File: config.mk
export PLATFORM = sky130hd
export DESIGN_NAME = hbra_ram
export DESIGN_NICKNAME = d
export VERILOG_FILES = /design/src/design/hbra_ram.sv
export SDC_FILE = /design/constraint.sdc
export NUM_CORES = 1
export LEC_CHECK = 0
export BUFFER_PORTS_ARGS = -buffer_cell sky130_fd_sc_hd__buf_2
export CORE_MARGIN = 3
export CORE_UTILIZATION = 54
export DETAILED_ROUTE_END_ITERATION = 10
export MAX_ROUTING_LAYER = met4
export PLACE_DENSITY = 0.73
export REMOVE_ABC_BUFFERS = 1
export SYNTH_ARGS = -nofsm -noshare
export SYNTH_HDL_FRONTEND = slang
export SYNTH_SLANG_ARGS = --single-unit
File: constraint.sdc
create_clock -name clk -period 1.6 [get_ports clk]
set_input_delay 0.16 -clock clk [delete_from_list [all_inputs] [get_ports clk]]
set_output_delay 0.16 -clock clk [all_outputs]
set_load 0.05 [all_outputs]
File: src/design/hbra_ram.sv
// generic single write port ram with registered read
module hbra_ram #(
  parameter int WIDTH = 8,
  parameter int DEPTH = 16
) (
  input  logic                     clk,
  input  logic                     we,
  input  logic [$clog2(DEPTH)-1:0] waddr,
  input  logic [WIDTH-1:0]         wdata,
  input  logic [$clog2(DEPTH)-1:0] raddr,
  output logic [WIDTH-1:0]         rdata
);
  logic [WIDTH-1:0] mem [DEPTH];

  always_ff @(posedge clk) begin
    if (we) begin
      mem[waddr] <= wdata;
    end
    rdata <= mem[raddr];
  end
endmodule

==> results.md, run 1 <==
- Run status: finished, final reports clean
- Core Rows: 34
- Starting Density: 0.573
- Die Ht: 104 µm
- Sequential-to-total area share from yosys stat: 0.778
- Syn avg cell area: 22.5 µm²
- Post-CTS Setup Bufs: 0
- Clock transition at path regs: 60 ps
- Mapped Cells: 229
- Startpoint types: flip-flop
- Final Hold Viols: 0
- MaxCap Viol Count: 0
- Hold EP: mem[2][1]
- Drt initial violations: 266
- Port Buffers: 25
- Width of the chip: 104 µm
- RSZ-0062 raised after global routing: false
- Hold Slack: 35.1 ps
- Syn-to-layout area delta: 19.9%
- WL per Instance: 24.2 µm
- Die ar.: 10700 µm²
- Crit path kind: flip-flop to flip-flop
- Synth top area share: 0.747
- Final wirelength: 10400 µm
- Library cells used by synthesis: 19
- Clock latency at the later pin of the worst-skew pair: 520 ps
- Routed met2 length: 5230 µm
- First-pass GRT wire length: 15900 µm
- Period minus WS final: 1360 ps
- Worst slew pin tran: 787 ps
- Hold_sp: wdata[1]
- RePlAce Congestion: 0.759
- Final core utilization: 0.687
- DRC: 0
- Core Area: 8980 µm²
- FF-to-FF End: rdata[4]
- Reg2reg start: mem[9][4]
- Setup TNS: 0 ps
- Pwr Density: 1350 nW/µm²
- Total Power: 8.30 mW
- Worst slew margin: 0.474
- Routed vias: 2522
- Yosys Warn Count: 0
- VDD IR max: 0.000735 V
- Largest net degree at the start of global routing: 33
- CP max FO: 1
- Crit path launch: mem[9][4]
- Clock sinks: 136
- Max layer used: met4
- Number of global-route vias before repair: 2600
- Antenna violations before repair: 0
- IO Count: 26
- DRT Pass-1 Iters: 4
- Reg2Reg Depth: 3
- Max Root-Sink Buffers: 2
- Post-DP HPWL: 6260 µm
- Leakage: 2.13 nW
- Worst Skew: 4.13 ps
- Slew Limit Fails: 0
- TritonCTS clock tree: built
- Crit path DAT: 1750 ps
- Yosys reg bits: 136
- Flop2flop setup slack: 240 ps
- Grt total ovfl: 0
- Total CTS buffers: 17
- N_diodes: 0
- Synthesized cell area: 5150 µm²
- Vias per cell: 5.89
- CP endpoint kind: flip-flop
- Post-synth top area cell: edfxtp_1
- Endpoints failing setup: 0
- Root Buffer: clkbuf_8
- Tcrit/Tclk final: 0.849
- Fmax: 0.736 GHz
- Met3 wire length: 591 µm
- Filler Cell Count: 541
- Hold Crit Depth: 1
- WL met1: 4330 µm
- CP required: 2000 ps
- Final nets: 307
- GRT Util Overall: 0.215
- ANT nets after route: 0
- HP Class: input pin to flip-flop
- Synth area leaders: edfxtp_1 (75%), mux4_2 (7.9%), mux4_1 (7.1%), dfxtp_1 (3.1%), a22oi_1 (2.3%)
- Share of layout cells above drive strength 1: 0.334
- # H-tree levels: 4
## area by class of cell
| class | instances | area (µm²) | share of cell area |
|---|---|---|---|
| flip-flops and latches | 136 | 4000 | 0.649 |
| multi-input cells | 83 | 1060 | 0.171 |
| clock buffers | 17 | 414 | 0.0671 |
| well taps | 126 | 158 | 0.0256 |
| clock inverters | 15 | 176 | 0.0286 |
| repair buffers | 51 | 360 | 0.0584 |
## state kept, by name, indices dropped and copies added (netlist names)
signal  flops
mem       128
rdata       8
## worst max-delay path, cell delays in order (launching register included)
cell      delay [ps]
edfxtp_1         360
mux4_1           510
a22oi_1          290
nand2_1           80
## metrics by stage
step	instance area, µm²	cells	setup slack [ps]
final	6170	428	242
after global routing	6170	428	169
after CTS	6170	428	221
after detailed placement	5570	395	-6.66
after global placement	5570	395	13.3
after floorplan	5060	219	-52.9
## timing repair
action	4_1_cts	5_1_grt
hold endpoints to repair	16	0
resized for setup	0	0
hold buffers	1	0
## how the worst max path moves through the flow
| stage | end | slack (ps) |
|---|---|---|
| floorplan | mem[0][0] | -50 |
| global placement | rdata[5] | 10 |
| detailed placement | rdata[4] | -7 |
| CTS | rdata[4] | 220 |
| global route | rdata[4] | 170 |
| finish | rdata[4] | 240 |
## power by group
group,internal (mW),switching [mW]
clock network,2.38,1.45
registers,3.98,0.0275
logic,0.170,0.293
## Yosys cell counts
| cell type | number |
|---|---|
| dfxtp_1 | 8 |
| nor2_1 | 13 |
| a22oi_1 | 16 |
| buf_6 | 3 |
| mux4_1 | 14 |
| mux4_2 | 18 |
| clkdlybuf4s25_2 | 3 |
| buf_4 | 1 |
| buf_2 | 3 |
| nor2b_1 | 1 |
| nand3_1 | 1 |
| nor3_1 | 4 |
| or3b_2 | 1 |
| and2_1 | 1 |
| nand3b_1 | 2 |
| nand2_1 | 9 |
| and2b_1 | 1 |
| nand2b_1 | 2 |
| edfxtp_1 | 128 |
## placed cells by master (no fill, tap or decap), drive strengths merged
| cell type | count |
|---|---|
| nand2b | 2 |
| nor2b | 1 |
| and2b | 1 |
| dlygate4sd3 | 1 |
| nor3 | 4 |
| nand3b | 2 |
| nand3 | 1 |
| dfxtp | 8 |
| or3b | 1 |
| bufinv | 3 |
| clkinvlp | 3 |
| and2 | 1 |
| edfxtp | 128 |
| inv | 3 |
| nor2 | 13 |
| clkbuf | 17 |
| mux4 | 32 |
| clkinv | 6 |
| nand2 | 9 |
| buf | 50 |
| a22oi | 16 |
## layer usage
| layer | track usage | vias to the layer above |
|---|---|---|
| met2 | 0.322 | 105 |
| li1 | - | 1097 |
| met5 | - | - |
| met3 | 0.0609 | 15 |
| met4 | 0.0978 | 0 |
| met1 | 0.280 | 1305 |
## cell families after synthesis
| logic type | count (synthesis) | share of synthesized area |
|---|---|---|
| buffers and inverters | 10 | 0.0168 |
| flip-flops | 136 | 0.778 |
| AND/OR/NAND/NOR | 35 | 0.0318 |
| AO/OA/AOI/OAI | 16 | 0.0233 |
| multiplexers | 32 | 0.150 |
No activity file was read; power rests on OpenSTA's default activity.
==> run 2: changes to the inputs <==
- clock period: 1.6 -> 1.15 ns (I/O delays scaled with it)
==> results.md, run 2 (synthesized netlist as in run 1, its figures left out) <==
- Commonest non-fill, non-tap cell in the layout: edfxtp_1
- Hold_sp: waddr[0]
- Antenna violations before repair: 0
- Post-DP HPWL: 6400 µm
- Slew Limit Fails: 0
- Hold EP: mem[4][7]
- Filler Cell Count: 536
- DRT Pass-1 Iters: 7
- Tcrit/Tclk final: 1.10
- Reg2Reg Depth: 3
- Vias per cell: 5.70
- ANT nets after route: 0
- Leakage: 2.17 nW
- Port Buffers: 25
- Routed vias: 2521
- Total CTS buffers: 17
- Hold Slack: 159 ps
- Clock latency at the later pin of the worst-skew pair: 510 ps
- Net Sw Frac: 0.198
- Largest registers: mem: 128 flops, rdata: 8 flops
- Die Ht: 104 µm
- Worst slew pin tran: 1020 ps
- Comb power frac: 0.065
- Worst Skew: 5.51 ps
- Endpoints failing setup: 8
- Biggest register: mem
- Startpoint types: flip-flop
- Starting Density: 0.573
- VDD IR max: 0.000988 V
- Clock transition at path regs: 60 ps
- Post-CTS Setup Bufs: 0
- HP Class: input pin to flip-flop
- # H-tree levels: 4
- Run status: finished, violations left
- Drt initial violations: 211
- Pwr Density: 1850 nW/µm²
- Clock sinks: 136
- Syn-to-layout area delta: 24.0%
- Final nets: 321
- CP required: 1540 ps
- Grt total ovfl: 0
- Internal power: 9.45 mW
- Period minus WS final: 1260 ps
- CP endpoint kind: flip-flop
- Root Buffer: clkbuf_8
- Failing checks: setup timing
- Post-Place Cells: 402
- Die ar.: 10700 µm²
- Hold Crit Depth: 3
- Core Area: 8980 µm²
- Largest net degree at the start of global routing: 22
- Final wirelength: 10300 µm
- Crit path DAT: 1650 ps
- P_sw: 2.33 mW
- Number of global-route vias before repair: 2774
- CP max FO: 1
- MaxCap Viol Count: 0
- Reg2reg start: mem[8][5]
- Final Non-Filler Cells: 442
- Worst slew margin: 0.320
- Fmax: 0.794 GHz
- RePlAce Congestion: 0.743
- Core Rows: 34
- Sequential fraction of design power: 0.475
- Flop2flop setup slack: -110 ps
- Max reg flops: 128
- RSZ-0062 raised after global routing: true
- WL per Instance: 23.2 µm
- Post-route setup slack: -110 ps
- Share of layout cells above drive strength 1: 0.411
- Crit path kind: flip-flop to flip-flop
- First-pass GRT wire length: 16400 µm
- Most frequent cells in the layout: edfxtp_1 (128), mux4_2 (31), buf_4 (28), buf_2 (17), clkbuf_16 (16)
- Final Hold Viols: 0
- TritonCTS clock tree: built
- FF-to-FF End: rdata[5]
- Width of the chip: 104 µm
- IO Count: 26
- Max Root-Sink Buffers: 2
- DRC: 0
- N_diodes: 0
- GRT Util Overall: 0.217
- Clk pwr share: 0.460
==> run 2: changes by cell type in the layout (fill, tap and decap cells not counted), moves of 3 or more <==
cell	delta
buf_8	+3
a22oi_1	-10
buf_4	+6
buf_2	-8
clkbuf_1	+5
dlygate4sd3_1	+7
dfxtp_2	+3
mux4_2	+13
inv_6	-3
buf_6	+5
dfxtp_1	-4
a22oi_2	+10
mux4_1	-13
==> run 2: critical path: stages, from the launching register on <==
cell,delay [ps]
edfxtp_1,380
mux4_2,490
a22oi_2,210
nand2_1,60
==> run 2: power groups by stage <==
| stage | Combinational [mW] | Sequential, mW | Clock [mW] |
|---|---|---|---|
| floorplan | 0.222 | 5.78 | 0 |
| global placement | 0.642 | 5.68 | 0 |
| detailed placement | 0.657 | 5.68 | 0 |
| CTS | 0.753 | 5.59 | 5.49 |
| global route | 0.810 | 5.61 | 5.74 |
| finish | 0.760 | 5.60 | 5.42 |
==> run 2: metrics by stage <==
stage	area, µm²	util	setup TNS, ps	power (mW)	worst slack [ps]
floorplan	5060	-	-12160	6.01	-458
global placement	5630	0.628	-15320	6.32	-362
detailed placement	5630	0.628	-17940	6.34	-380
CTS	6370	0.710	-804	11.8	-118
global route	6380	0.711	-1230	12.2	-164
finish	6380	0.711	-762	11.8	-110
==> run 2: worst max-delay path by stage <==
stage / from / to / slack [ps]
after floorplan: waddr[2] / mem[0][0] / -460
after global placement: raddr[0] / rdata[5] / -360
after detailed placement: raddr[0] / rdata[5] / -380
after CTS: mem[8][5] / rdata[5] / -120
after global routing: mem[11][5] / rdata[5] / -160
final: mem[8][5] / rdata[5] / -110
==> run 2: cell type report <==
type                    count  area (µm²)  area share
repair buffers             65         557      0.0873
clock inverters             9         150      0.0235
well taps                 126         158      0.0247
clock buffers              23         447      0.0700
multi-input cells          83        1060       0.166
flip-flops and latches    136        4010       0.629
==> run 2: layer usage <==
layer | GRT usage | vias up | routed length [µm]
li1 | - | 1106 | -
met1 | 0.275 | 1299 | 4060
met2 | 0.329 | 104 | 5210
met3 | 0.0690 | 12 | 817
met4 | 0.0912 | 0 | 172
met5 | - | - | 0
==> run 2: what timing repair did <==
item                                    in CTS  in global routing
endpoints found under the setup margin      16                 15
resized for setup                           40                  7
hold endpoints to repair                   126                  0
hold buffers                                 8                  0
pin swaps                                   12                  2
==> run 3: changes to the inputs <==
- ABC_AREA: not set -> 1
- CORE_UTILIZATION: 54 -> 55
- PLACE_DENSITY: 0.73 -> 0.74
==> results.md, run 3 <==
- Run status: finished, final reports clean
- Yosys Warn Count: 0
- Top Family by Delay on Critical Path: flip-flops
- # H-tree levels: 4
- CP max stage delay: 350 ps
- IO Count: 26
- Starting Density: 0.577
- WL per Instance: 17.4 µm
- N_diodes: 0
- Worst slew pin tran: 332 ps
- Largest net degree at the start of global routing: 45
- Max Root-Sink Buffers: 2
- DRC: 0
- Synthesized cell area: 5770 µm²
- Post-CTS Setup Bufs: 0
- Synth area leaders: edfxtp_1 (67%), nand2_1 (11%), nand3_1 (8.4%), inv_1 (6.5%), dfxtp_1 (2.8%)
- Crit path launch: rdata[5]
- GRT Util Overall: 0.253
- Commonest non-fill, non-tap cell in the layout: nand2_1
- RSZ-0062 raised after global routing: true
- Final nets: 631
- Reg2Reg Depth: 6
- Worst Skew: 14.9 ps
- Final wirelength: 13200 µm
- Asr flop ratio synth: 0
- Endpoints failing setup: 0
- Clock latency at the later pin of the worst-skew pair: 530 ps
- Synth top area share: 0.667
- Hold_sp: raddr[2]
- Total CTS buffers: 17
- MaxCap Viol Count: 0
- Filler Cell Count: 693
- Syn avg cell area: 10.5 µm²
- Core Rows: 36
- Reg2reg start: mem[7][0]
- Crit path DAT: 1030 ps
- Port Buffers: 25
- Hold Crit Depth: 4
- Met2 track demand over resource: 0.392
- Startpoint types: flip-flop
- Sequential-to-total area share from yosys stat: 0.694
- TritonCTS clock tree: built
- First-pass GRT wire length: 20700 µm
- HP Class: input pin to flip-flop
- Period minus WS final: 1150 ps
- CP required: 1030 ps
- Post-synth top area cell: edfxtp_1
- Fmax: 0.873 GHz
- RePlAce Congestion: 0.856
- Syn-to-layout area delta: 20.9%
- DP Area: 6210 µm²
- Root Buffer: clkbuf_8
- VDD IR max: 0.00109 V
- Hold Slack: 48.8 ps
- Post-DP HPWL: 8140 µm
- Leakage: 3.05 nW
- Crit path kind: flip-flop to output pin
- Mapped Cells: 551
- Most frequent cell after synthesis: nand2_1
- Most frequent cells in the layout: nand2_1 (173), edfxtp_1 (128), inv_1 (100), nand3_1 (97), buf_4 (27)
- Library cells used by synthesis: 12
- Post-synth EDFFs: 128
- Width of the chip: 108 µm
- Post-route cell area: 6970 µm²
- Yosys reg bits: 136
- Final Hold Viols: 0
- Number of global-route vias before repair: 3849
- Routed vias: 4048
- Die ar.: 11700 µm²
- Share of layout cells above drive strength 1: 0.155
- Clock transition at path regs: 60 ps
- Hold EP: rdata[5]
- Total Power: 11.9 mW
- CP max FO: 1
- Ys flop type: edfxtp_1
- FF-to-FF End: rdata[0]
- Setup TNS: 0 ps
- Synth top cells by count: nand2_1 (173), edfxtp_1 (128), inv_1 (100)
- Largest registers: mem: 128 flops, rdata: 8 flops
- Core Area: 10000 µm²
- Slew Limit Fails: 0
- Die Ht: 108 µm
- Tcrit/Tclk final: 0.996
- Drt initial violations: 450
- Pwr Density: 1700 nW/µm²
- Worst Path Buf+Inv: 1
- Worst slew margin: 0.778
- Grt total ovfl: 0
- Slowest CP cell: dfxtp_2
- Biggest register: mem
- Clock sinks: 136
- Met1 usage: 0.329
- CP endpoint kind: output pin
- Met3 usage: 0.0519
- Antenna violations before repair: 0
- Vias per cell: 5.33
- Max reg flops: 128
- Flop2flop setup slack: 160 ps
- ANT nets after route: 0
- CP Cell Sequence: buf_8
- DRT Pass-1 Iters: 5
- Most Crowded Layer GR: met2
[run 3: changes by cell type after synthesis, sizes merged, moves of 2 or more]
cell / change
buf: +17
nand3: +96
inv: +102
nor2: +4
nand2: +164
nor3: -4
a22oi: -16
nand2b: -2
mux4: -32
clkdlybuf4s25: -3
[run 3: what timing repair did]
action,CTS,global route
resized for setup,21,4
endpoints found under the hold margin,135,0
setup endpoints to repair,8,5
hold buffers,9,0
[run 3: worst max path at each step]
stage	slack, ps	cells past startpoint	endpoint
finish	5	1	rdata[5]
global route	-20	1	rdata[5]
floorplan	50	6	rdata[2]
detailed placement	-4	4	mem[15][2]
CTS	-7	1	rdata[5]
global placement	50	4	mem[15][1]
[run 3: cells by family after synthesis]
group | after synthesis | share of synthesized area
simple gates | 289 | 0.210
flops | 136 | 0.694
buf+inv | 126 | 0.0952
[run 3: where the power goes]
group	leakage [nW]	internal, mW	total [mW]	switching (mW)
Clock	0.279	3.40	5.40	1.99
Sequential	1.22	5.55	5.59	0.0421
Combinational	1.55	0.310	0.895	0.585
Total	3.05	9.26	11.9	2.62
[run 3: area by class of cell]
type	instances	area, µm²	share of cell area
repair buffers	67	599	0.0860
clock buffers	20	445	0.0639
flip-flops and latches	136	4010	0.575
inverters	102	383	0.0549
clock inverters	12	151	0.0217
well taps	133	166	0.0239
multi-input cells	289	1210	0.174
[run 3: metal layers]
layer / wire length, µm / vias up
met5: 0 / -
met4: 339 / 0
met3: 1180 / 30
met2: 6500 / 214
met1: 5210 / 1906
li1: - / 1898
[run 3: stage by stage]
stage | setup slack, ps | cells | utilization
final | 4.85 | 759 | 0.697
after global routing | -18.2 | 759 | 0.697
after CTS | -7.28 | 759 | 0.696
after detailed placement | -4.04 | 718 | 0.621
after global placement | 50.4 | 718 | 0.621
after floorplan | 54.5 | 527 | -
